<file path="src/rtl/core/mm3_pkg.sv">
// Shared types, constants and helpers for the MurmurHash3 x86_32 stream hasher.
package mm3_pkg;

    localparam int unsigned QUEUE_DEPTH = 4;

    localparam logic [31:0] MIX_C1  = 32'hcc9e_2d51;
    localparam logic [31:0] MIX_C2  = 32'h1b87_3593;
    localparam logic [31:0] MIX_ADD = 32'he654_6b64;
    localparam logic [31:0] FIN_C1  = 32'h85eb_ca6b;
    localparam logic [31:0] FIN_C2  = 32'hc2b2_ae35;

    localparam logic [2:0] FULL_BYTES = 3'd4;

    // One classified key word as it travels from front to back.
    typedef struct packed {
        logic [31:0] data;    // tail bytes already masked
        logic [2:0]  nbytes;  // 0..4, always 4 when not last
        logic        last;
        logic        block;   // full 4-byte block: gets the full round
    } t_entry;

    function automatic logic [31:0] rotl15(input logic [31:0] v);
        return {v[16:0], v[31:17]};
    endfunction

    function automatic logic [31:0] rotl13(input logic [31:0] v);
        return {v[18:0], v[31:19]};
    endfunction

endpackage

</file>
<file path="src/rtl/core/mm3_front.sv">
// Front end: takes input words, saturates the byte count, masks tail bytes.
module mm3_front (
    input  logic               i_clk,
    input  logic               i_rst_n,
    input  logic               i_valid,
    output logic               o_stall,
    input  logic [31:0]        i_data_word,
    input  logic [2:0]         i_valid_bytes,
    input  logic               i_last_word,
    input  logic               i_full,
    output logic               o_push,
    output mm3_pkg::t_entry    o_entry
);

    logic            r_valid;
    mm3_pkg::t_entry r_ent;
    mm3_pkg::t_entry n_ent;
    logic [2:0]      nb;
    logic [31:0]     mask;
    logic            accept;

    assign o_stall = r_valid && i_full;
    assign o_push  = r_valid && !i_full;
    assign o_entry = r_ent;
    assign accept  = i_valid && !o_stall;

    always_comb begin
        if (!i_last_word || i_valid_bytes > mm3_pkg::FULL_BYTES) begin
            nb = mm3_pkg::FULL_BYTES;
        end else begin
            nb = i_valid_bytes;
        end
        case (nb)
            3'd0:    mask = 32'h0000_0000;
            3'd1:    mask = 32'h0000_00ff;
            3'd2:    mask = 32'h0000_ffff;
            3'd3:    mask = 32'h00ff_ffff;
            default: mask = 32'hffff_ffff;
        endcase
        n_ent.data   = i_data_word & mask;
        n_ent.nbytes = nb;
        n_ent.last   = i_last_word;
        n_ent.block  = (nb == mm3_pkg::FULL_BYTES);
    end

    always_ff @(posedge i_clk) begin
        if (!i_rst_n) begin
            r_valid <= 1'b0;
        end else if (accept) begin
            r_valid <= 1'b1;
        end else if (o_push) begin
            r_valid <= 1'b0;
        end
    end

    always_ff @(posedge i_clk) begin
        if (accept) begin
            r_ent <= n_ent;
        end
    end

endmodule

</file>
<file path="src/rtl/core/mm3_queue.sv">
// Short word queue between the front end and the mixing sequencer.
module mm3_queue #(
    parameter int unsigned DEPTH = mm3_pkg::QUEUE_DEPTH
) (
    input  logic            i_clk,
    input  logic            i_rst_n,
    input  logic            i_push,
    input  mm3_pkg::t_entry i_entry,
    output logic            o_full,
    input  logic            i_pop,
    output logic            o_empty,
    output mm3_pkg::t_entry o_entry
);

    localparam int unsigned AW = (DEPTH > 1) ? $clog2(DEPTH) : 1;
    localparam int unsigned CW = $clog2(DEPTH + 1);
    localparam logic [AW-1:0] LAST_IDX = AW'(DEPTH - 1);

    mm3_pkg::t_entry r_mem [DEPTH];
    logic [AW-1:0]   r_wr;
    logic [AW-1:0]   r_rd;
    logic [CW-1:0]   r_cnt;
    logic            do_push;
    logic            do_pop;

    assign o_full  = (r_cnt == CW'(DEPTH));
    assign o_empty = (r_cnt == '0);
    assign o_entry = r_mem[r_rd];
    assign do_push = i_push && !o_full;
    assign do_pop  = i_pop && !o_empty;

    always_ff @(posedge i_clk) begin
        if (!i_rst_n) begin
            r_wr  <= '0;
            r_rd  <= '0;
            r_cnt <= '0;
        end else begin
            if (do_push) begin
                r_wr <= (r_wr == LAST_IDX) ? '0 : r_wr + 1'b1;
            end
            if (do_pop) begin
                r_rd <= (r_rd == LAST_IDX) ? '0 : r_rd + 1'b1;
            end
            if (do_push && !do_pop) begin
                r_cnt <= r_cnt + 1'b1;
            end else if (do_pop && !do_push) begin
                r_cnt <= r_cnt - 1'b1;
            end
        end
    end

    always_ff @(posedge i_clk) begin
        if (do_push) begin
            r_mem[r_wr] <= i_entry;
        end
    end

endmodule

</file>
<file path="src/rtl/core/mm3_back.sv">
// Back end: mixing and finalizer sequencer with the output register.
module mm3_back (
    input  logic            i_clk,
    input  logic            i_rst_n,
    input  logic            i_empty,
    input  mm3_pkg::t_entry i_entry,
    output logic            o_pop,
    output logic            o_valid,
    input  logic            i_stall,
    output logic [31:0]     o_hash_value
);

    typedef enum logic [2:0] {
        S_IDLE, S_MUL1, S_MUL2, S_MIX, S_FIN1, S_FIN2, S_OUT
    } t_state;

    t_state      r_state, n_state;
    logic [31:0] r_k, n_k;
    logic [31:0] r_h, n_h;
    logic [31:0] r_len, n_len;
    logic [2:0]  r_nb, n_nb;
    logic        r_last, n_last;
    logic        r_block, n_block;
    logic        r_out_valid, n_out_valid;
    logic [31:0] r_out, n_out;
    logic [31:0] t_mix;
    logic [31:0] t_fin;

    assign o_valid      = r_out_valid;
    assign o_hash_value = r_out;

    always_comb begin
        n_state     = r_state;
        n_k         = r_k;
        n_h         = r_h;
        n_len       = r_len;
        n_nb        = r_nb;
        n_last      = r_last;
        n_block     = r_block;
        n_out       = r_out;
        n_out_valid = r_out_valid && i_stall;
        o_pop       = 1'b0;
        t_mix       = mm3_pkg::rotl13(r_h ^ r_k);
        t_fin       = r_h ^ r_len;
        case (r_state)
            S_IDLE: begin
                if (!i_empty) begin
                    o_pop   = 1'b1;
                    n_k     = i_entry.data;
                    n_nb    = i_entry.nbytes;
                    n_last  = i_entry.last;
                    n_block = i_entry.block;
                    // empty last word: only length and finalizer
                    n_state = (i_entry.nbytes == 3'd0) ? S_FIN1 : S_MUL1;
                end
            end
            S_MUL1: begin
                n_k     = r_k * mm3_pkg::MIX_C1;
                n_state = S_MUL2;
            end
            S_MUL2: begin
                n_k     = mm3_pkg::rotl15(r_k) * mm3_pkg::MIX_C2;
                n_state = S_MIX;
            end
            S_MIX: begin
                if (r_block) begin
                    n_h = {t_mix[29:0], 2'b00} + t_mix + mm3_pkg::MIX_ADD;
                end else begin
                    n_h = r_h ^ r_k;
                end
                n_len   = r_len + {29'd0, r_nb};
                n_state = r_last ? S_FIN1 : S_IDLE;
            end
            S_FIN1: begin
                n_h     = (t_fin ^ {16'd0, t_fin[31:16]}) * mm3_pkg::FIN_C1;
                n_state = S_FIN2;
            end
            S_FIN2: begin
                n_h     = (r_h ^ {13'd0, r_h[31:13]}) * mm3_pkg::FIN_C2;
                n_state = S_OUT;
            end
            S_OUT: begin
                if (!r_out_valid || !i_stall) begin
                    n_out       = r_h ^ {16'd0, r_h[31:16]};
                    n_out_valid = 1'b1;
                    n_h         = '0;
                    n_len       = '0;
                    n_state     = S_IDLE;
                end
            end
            default: begin
                n_state = S_IDLE;
            end
        endcase
    end

    always_ff @(posedge i_clk) begin
        if (!i_rst_n) begin
            r_state     <= S_IDLE;
            r_h         <= '0;
            r_len       <= '0;
            r_out_valid <= 1'b0;
        end else begin
            r_state     <= n_state;
            r_h         <= n_h;
            r_len       <= n_len;
            r_out_valid <= n_out_valid;
        end
        r_k     <= n_k;
        r_nb    <= n_nb;
        r_last  <= n_last;
        r_block <= n_block;
        r_out   <= n_out;
    end

endmodule

</file>
<file path="src/rtl/core/murmur3_32_stream_hash.sv">
// Top level: MurmurHash3 x86_32 (seed zero) over a stream of key words.
//
//  channel | dir | handshake                  | payload
//  --------+-----+----------------------------+--------------------------------------
//  in      | in  | i_in_valid / o_in_stall    | i_data_word, i_valid_bytes, i_last_word
//  out     | out | o_out_valid / i_out_stall  | o_hash_value
//
// A word with 1..4 bytes passes through the mixing sequencer's steps in order
// (pop, two multiply stages, mix); an empty last word skips to the finalizer.
// A last word adds two finalizer multiply stages and the output load.
// The back-end sequencer takes a new word only once it is through with the last;
// the front register and queue absorb bursts of QUEUE_DEPTH + 1 words.
// Reset is synchronous, active low; it empties the queue and clears the
// running hash and byte count. An output stall holds the result register;
// the sequencer waits in its output step only while that register is full
// and stalled.
module murmur3_32_stream_hash #(
    parameter int unsigned QUEUE_DEPTH = mm3_pkg::QUEUE_DEPTH
) (
    input  logic        i_clk,
    input  logic        i_rst_n,
    input  logic        i_in_valid,
    output logic        o_in_stall,
    input  logic [31:0] i_data_word,
    input  logic [2:0]  i_valid_bytes,
    input  logic        i_last_word,
    output logic        o_out_valid,
    input  logic        i_out_stall,
    output logic [31:0] o_hash_value
);

    // front register -> queue
    logic            push;
    logic            q_full;
    mm3_pkg::t_entry front_entry;

    // queue -> sequencer
    logic            pop;
    logic            q_empty;
    mm3_pkg::t_entry head_entry;

    mm3_front u_front (
        .i_clk         (i_clk),
        .i_rst_n       (i_rst_n),
        .i_valid       (i_in_valid),
        .o_stall       (o_in_stall),
        .i_data_word   (i_data_word),
        .i_valid_bytes (i_valid_bytes),
        .i_last_word   (i_last_word),
        .i_full        (q_full),
        .o_push        (push),
        .o_entry       (front_entry)
    );

    mm3_queue #(
        .DEPTH (QUEUE_DEPTH)
    ) u_queue (
        .i_clk   (i_clk),
        .i_rst_n (i_rst_n),
        .i_push  (push),
        .i_entry (front_entry),
        .o_full  (q_full),
        .i_pop   (pop),
        .o_empty (q_empty),
        .o_entry (head_entry)
    );

    // sequencer owns the running hash, byte count and result register
    mm3_back u_back (
        .i_clk        (i_clk),
        .i_rst_n      (i_rst_n),
        .i_empty      (q_empty),
        .i_entry      (head_entry),
        .o_pop        (pop),
        .o_valid      (o_out_valid),
        .i_stall      (i_out_stall),
        .o_hash_value (o_hash_value)
    );

endmodule

</file>
<file path="config.mk">
export PLATFORM = sky130hd
export DESIGN_NAME = murmur3_32_stream_hash
export DESIGN_NICKNAME = d
export VERILOG_FILES = /design/src/rtl/core/mm3_pkg.sv /design/src/rtl/core/mm3_front.sv /design/src/rtl/core/mm3_queue.sv /design/src/rtl/core/mm3_back.sv /design/src/rtl/core/murmur3_32_stream_hash.sv
export SDC_FILE = /design/constraint.sdc
export NUM_CORES = 2
export LEC_CHECK = 0
export BUFFER_PORTS_ARGS = -buffer_cell sky130_fd_sc_hd__buf_4
export CAP_MARGIN = 0
export CORE_ASPECT_RATIO = 1.25
export CORE_MARGIN = 3
export CORE_UTILIZATION = 45
export CTS_CLUSTER_DIAMETER = 200
export CTS_CLUSTER_SIZE = 24
export DETAILED_ROUTE_END_ITERATION = 10
export SETUP_SLACK_MARGIN = 0.4
export SYNTH_ARGS = -nofsm -noshare
export SYNTH_HDL_FRONTEND = slang
export SYNTH_SLANG_ARGS = --single-unit
</file>
<file path="constraint.sdc">
create_clock -name i_clk -period 8.6 [get_ports i_clk]
set_input_delay 1.72 -clock i_clk [delete_from_list [all_inputs] [get_ports i_clk]]
set_output_delay 1.72 -clock i_clk [all_outputs]
set_load 0.01 [all_outputs]
</file>
Yosys cells after proc, flatten, opt, wreduce, memory -nomap -nowiden
Memory sizes are Yosys's and may differ from the RTL's. A register that Yosys moved wholly into a read port is not among the register bits.
Index checks and enable logic that the tools add are counted.
{"block": "word_totals", "regBits": 182, "ram_bits": 148, "in_bits": 40, "output_inout_bits": 34, "wordCells": 112, "memories": 1}
{"name": "u_queue.r_mem", "words": 4, "word_bits": 37, "rd": 1, "rd_clocked_by_memory_dff": 1, "write_ports": 1, "line": "mm3_queue.sv:19", "source": "mm3_pkg::t_entry r_mem [DEPTH];"}
{"block": "op_classes", "addsub": 7, "multipliers": 4, "magnitude_cmp": 1, "eq_ne": 15, "muxes": 27, "bitwise_logic": 7, "n_reduce_logical": 33}
{"op": "$pmux W32 S4", "n": 2}
{"op": "$mux W32", "n": 3}
{"op": "$pmux W32 S3", "n": 1}
{"op": "$mul A32 B31 Y32 const B", "n": 2}
{"op": "$pmux W32 S2", "n": 1}
{"op": "$xor A32 B16 Y32", "n": 2}
{"op": "$xor A32 B32 Y32", "n": 2}
{"op": "$add A32 B3 Y32", "n": 1}
{"op": "$add A32 B32 Y32", "n": 1}
{"op": "$add A32 B32 Y32 const B", "n": 1}
{"op": "$and A32 B32 Y32", "n": 1}
{"op": "$mul A32 B29 Y32 const B", "n": 1}
{"op": "$mul A32 B32 Y32 const B", "n": 1}
{"op": "$xor A32 B19 Y32", "n": 1}
{"op": "$mux W3", "n": 7}
{"op": "$pmux W3 S7", "n": 1}
{"op": "$eq A3 B3 Y1 const B", "n": 5}
{"op": "$eq A3 B2 Y1 const B", "n": 4}
{"op": "$logic_not A3 Y1", "n": 4}
{"op": "$reduce_and A2 Y1", "n": 6}
{"op": "$logic_and A1 B1 Y1", "n": 8}
{"op": "$logic_not A1 Y1", "n": 8}
{"op": "$mux W1", "n": 8}
{"op": "$mux W2", "n": 4}
{"op": "other kinds (13)", "n": 19}

Longest topological paths before layout
{"block": "depth", "ltp_word": 8, "depth_mapped": 28, "depth_no_buf": 27}

Hierarchy
A second synthesis with hierarchy kept.
{"block": "unflattened", "hier_cells": 4720, "area_unflattened_um2": 49502.5}
{"module": "mm3_back", "n_inst": 1, "cells_each": 4393, "area_per_inst_um2": 42188.0, "seq_area_each_um2": 3433.3}
{"module": "mm3_queue", "n_inst": 1, "cells_each": 244, "area_per_inst_um2": 5875.6, "seq_area_each_um2": 4624.4}
{"module": "mm3_front", "n_inst": 1, "cells_each": 83, "area_per_inst_um2": 1438.9, "seq_area_each_um2": 1131.1}

Least setup slack after synthesis
No wires, ideal clock.
{"block": "synth_timing", "path_type": "register to register", "startpoint": "register u_back.r_h[22]", "endpoint": "register u_back.r_h[27]", "setup_time_ns": 0.136, "t_arrival_ns": 7.235, "required_ns": 8.464, "path_slack_ns": 1.229, "stages_incl_launch_ff": 25, "path_buffers": 1, "period_less_slack_ns": 7.371, "path_cell_list": "dfxtp_1 clkbuf_1 xor2_1 xnor2_1 xnor2_1 ha_1 or2_2 fa_1 fa_1 inv_1 fa_1 fa_1 inv_1 fa_1 fa_1 fa_1 ha_1 and3_1 and3_1 a221oi_1 o21bai_1 xnor2_1 nor2_1 a2111oi_0 a211oi_1"}
{"block": "synth_via", "elab_chain_cells": 5, "elab_cells_between_ends": 10, "classes_between": "add/sub (2); mul (2); mux (2); bitwise (4)"}
{"item": "start, declared", "line": "mm3_back.sv:19", "source": "logic [31:0] r_h, n_h;"}
{"item": "start signal, assigned", "line": "mm3_back.sv:105", "source": "r_h <= n_h;"}
{"item": "branches (longest 4 deep; another with $mul A32 B32 Y32)"}
{"item": "$pmux W32 S4 *", "line": "mm3_back.sv:45", "source": "case (r_state)"}
Mark *: on every way between the ends.
A chain may end at the register's enable or synchronous reset.

Final worst setup path
{"block": "layout_timing", "startpoint": "register u_back.r_h[6]", "endpoint": "register u_back.r_h[31]"}
Same word-level chain as after synthesis.

==> results.ini <==
[clock_network]
clock_latency_ns = 0.58
cts_tree = done
cts_htree_levels = 1
path_clk_slew_ns = 0.13
cts_buffer_depth = 3
numCtsBuffers = 18
clkSinkCount = 332
cts-root-buf = clkbuf_16
post-cts-setup-buffers = 0

[timing]
tightest_slew_ns = 1.331
fmax_mhz = 126.7
fin_worst_skew_ns = 0.04101
period_share_pct = 91.78
slew_headroom_pct = 8.943
report.final.slew_viol_count = 0
setup_tns_ns = 0
rsz0062_at_grt = false
setup-violations-final = 0
min_period_ns = 7.893
layout_setup_ws_ns = 0.7068
hold_viol = 0

[setup_path]
crit_path_start_kind = register
cp_max_fo = 6
crit_family = adder cells
crit_buf_inv = 8
cp_slowest_stage_delay_ns = 0.61
cp.required_ns = 9.10
arrival_ns = 8.40
cp_slowest_cell = dfxtp_1
endpoint_kind = register
critPathKind = register to register

[die]
die_h_um = 377.0
die_x_um = 302.8
boundaryPins = 74
initial_core_util_pct = 45.56
die_area_um2 = 114200
core-area_um2 = 108800
num_rows = 135

[grt]
grt_max_degree = 51
grt.total_usage_pct = 26.73
grt_pass1_wl_um = 224300
grt-ovfl-total = 0
grt_pass1_vias = 35690
antenna_found_initial = 2

[final_layout]
layout.nets = 6427
synthToLayoutAreaGrowth_pct = 6.958
fin_cells = 6295
drive_gt1_share_pct = 5.641
final_util_pct = 48.73
antennaDiodeCount = 0

[synthesis]
yosysWarnings = 0
synth_top_cells_by_count = inv_1 (1307), ha_1 (809), fa_1 (733), xnor2_1 (262), edfxtp_1 (254)
syn_area_um2 = 49560
ys_seq_area_share_pct = 18.54
async_reset_ff_share_pct = 0
synth_cells = 4741
ys_ff_latch = 332
yosys.area.top_type_share_pct = 29.61
synth_area_leaders = fa_1 (30%), ha_1 (20%), edfxtp_1 (15%), inv_1 (9.9%), xnor2_1 (4.6%)
syn_avg_cell_area_um2 = 10.45
ys.flop_type = edfxtp_1
synth_enable_flop_cells = 254
synth.net_count = 6323
synth.most_common_cell = inv_1
synth.largest_area_cell = fa_1
synth_cell_types = 75

[placed_design]
post-place-ws_ns = 0.1331
gp_congestion = 0.9711
numPortBuffers = 73
placedCellCount = 6263
dp_hpwl_um = 127800

[drt]
wl_um = 148700
detail_route.first_pass.iterations = 6
drtAntennaViolNets = 0
wire_per_inst_um = 23.62
dr.first_iter.drc_count = 2045
via_per_inst = 5.278
route.vias.total = 33230
drcViolationCount = 0

[job]
cap_violations = 0

[run_status]
status = finished clean

[worst_hold_path]
hold_path.class = register to register

flip-flops by register name, indices dropped and copies added (netlist names), 2 cells and up, named ones only:
| signal | cells |
|---|---|
| u_front.o_entry | 37 |
| u_queue.r_rd | 2 |
| u_back.r_len | 32 |
| u_queue.r_cnt | 3 |
| u_back.r_h | 32 |
| u_back.o_hash_value | 32 |
| u_queue.r_wr | 2 |
| u_back.r_nb | 3 |
| u_back.r_k | 32 |
| u_back.r_state | 3 |
| u_queue.r_mem | 148 |
logic make-up (layout without fill, tap and decap cells):
group / count (synthesis) / after routing / share of synthesized area, %
DFF: 332 / 332 / 18.54
muxes: 50 / 50 / 1.944
adders and majority gates: 1542 / 1542 / 50.03
buffers and inverters: 1394 / 1510 / 10.57
and+or+nand+nor: 486 / 486 / 4.764
AOI/OAI and AO/OA: 552 / 552 / 7.346
xor gates and xnor gates: 385 / 385 / 6.804
path summary, 6_finish.rpt:
path                       start                   end  slack [ns]  depth (start not counted)
max                u_back.r_h[6]        u_back.r_h[31]        0.71                         27
min          u_front.o_entry[28]  u_queue.r_mem[1][28]        0.48                          0
max reg2reg        u_back.r_h[6]        u_back.r_h[31]        0.71                         27
min reg2reg  u_front.o_entry[28]  u_queue.r_mem[1][28]        0.48                          0
layout make-up:
| class | count | area [um^2] |
|---|---|---|
| clock buffer | 28 | 488.0 |
| clock inverter | 4 | 66.31 |
| fill | 10300 | 55770 |
| inverter | 1307 | 4906 |
| multi-input combinational | 3015 | 35270 |
| sequential | 332 | 9194 |
| tap | 1438 | 1799 |
| timing repair buffer | 171 | 1284 |
layout by cell type, fill, tap and decap left out, drive strengths merged, types with 16 or more instances in the layout:
| master | netlist | final |
|---|---|---|
| inv | 1307 | 1308 |
| ha | 809 | 809 |
| fa | 733 | 733 |
| xnor2 | 262 | 262 |
| edfxtp | 254 | 254 |
| buf | 9 | 171 |
| nor2 | 145 | 145 |
| a21oi | 133 | 133 |
| xor2 | 123 | 123 |
| o21ai | 114 | 114 |
| nand2 | 112 | 112 |
| dfxtp | 78 | 78 |
| a21o | 64 | 64 |
| nor2b | 42 | 42 |
| mux4 | 37 | 37 |
| nor3 | 36 | 36 |
| o21a | 33 | 33 |
| nand3 | 32 | 32 |
| a211oi | 28 | 28 |
| clkbuf | 78 | 28 |
| and2 | 25 | 25 |
| a31oi | 23 | 23 |
| nand2b | 22 | 22 |
| a22oi | 22 | 22 |
| o211ai | 16 | 16 |
stage by stage:
| stage | hold WS (ns) | cell area (um^2) |
|---|---|---|
| final | 0.4813 | 53010 |
| after global placement | 0.4696 | 52360 |
| after CTS | 0.4939 | 52940 |
| after floorplan | 0.4029 | 49560 |
| after detailed placement | 0.4888 | 52360 |
| after global routing | 0.5103 | 53010 |
timing repair:
action | in CTS | in global routing
setup endpoints to repair | 2 | 5
gates resized for setup | 4 | 10
hold buffers | 0 | 0
metal layers:
metal / global-route usage (%) / up-vias / wire [um]
met1: 32.70 / 16750 / 57990
li1: - / 15310 / -
met5: 0 / - / 11
met4: 12.39 / 2 / 8749
met2: 47.57 / 871 / 75640
met3: 2.290 / 302 / 6279
Power is not shown: default switching activity piles up to over one toggle a cycle in this logic, so the estimate is an artifact.
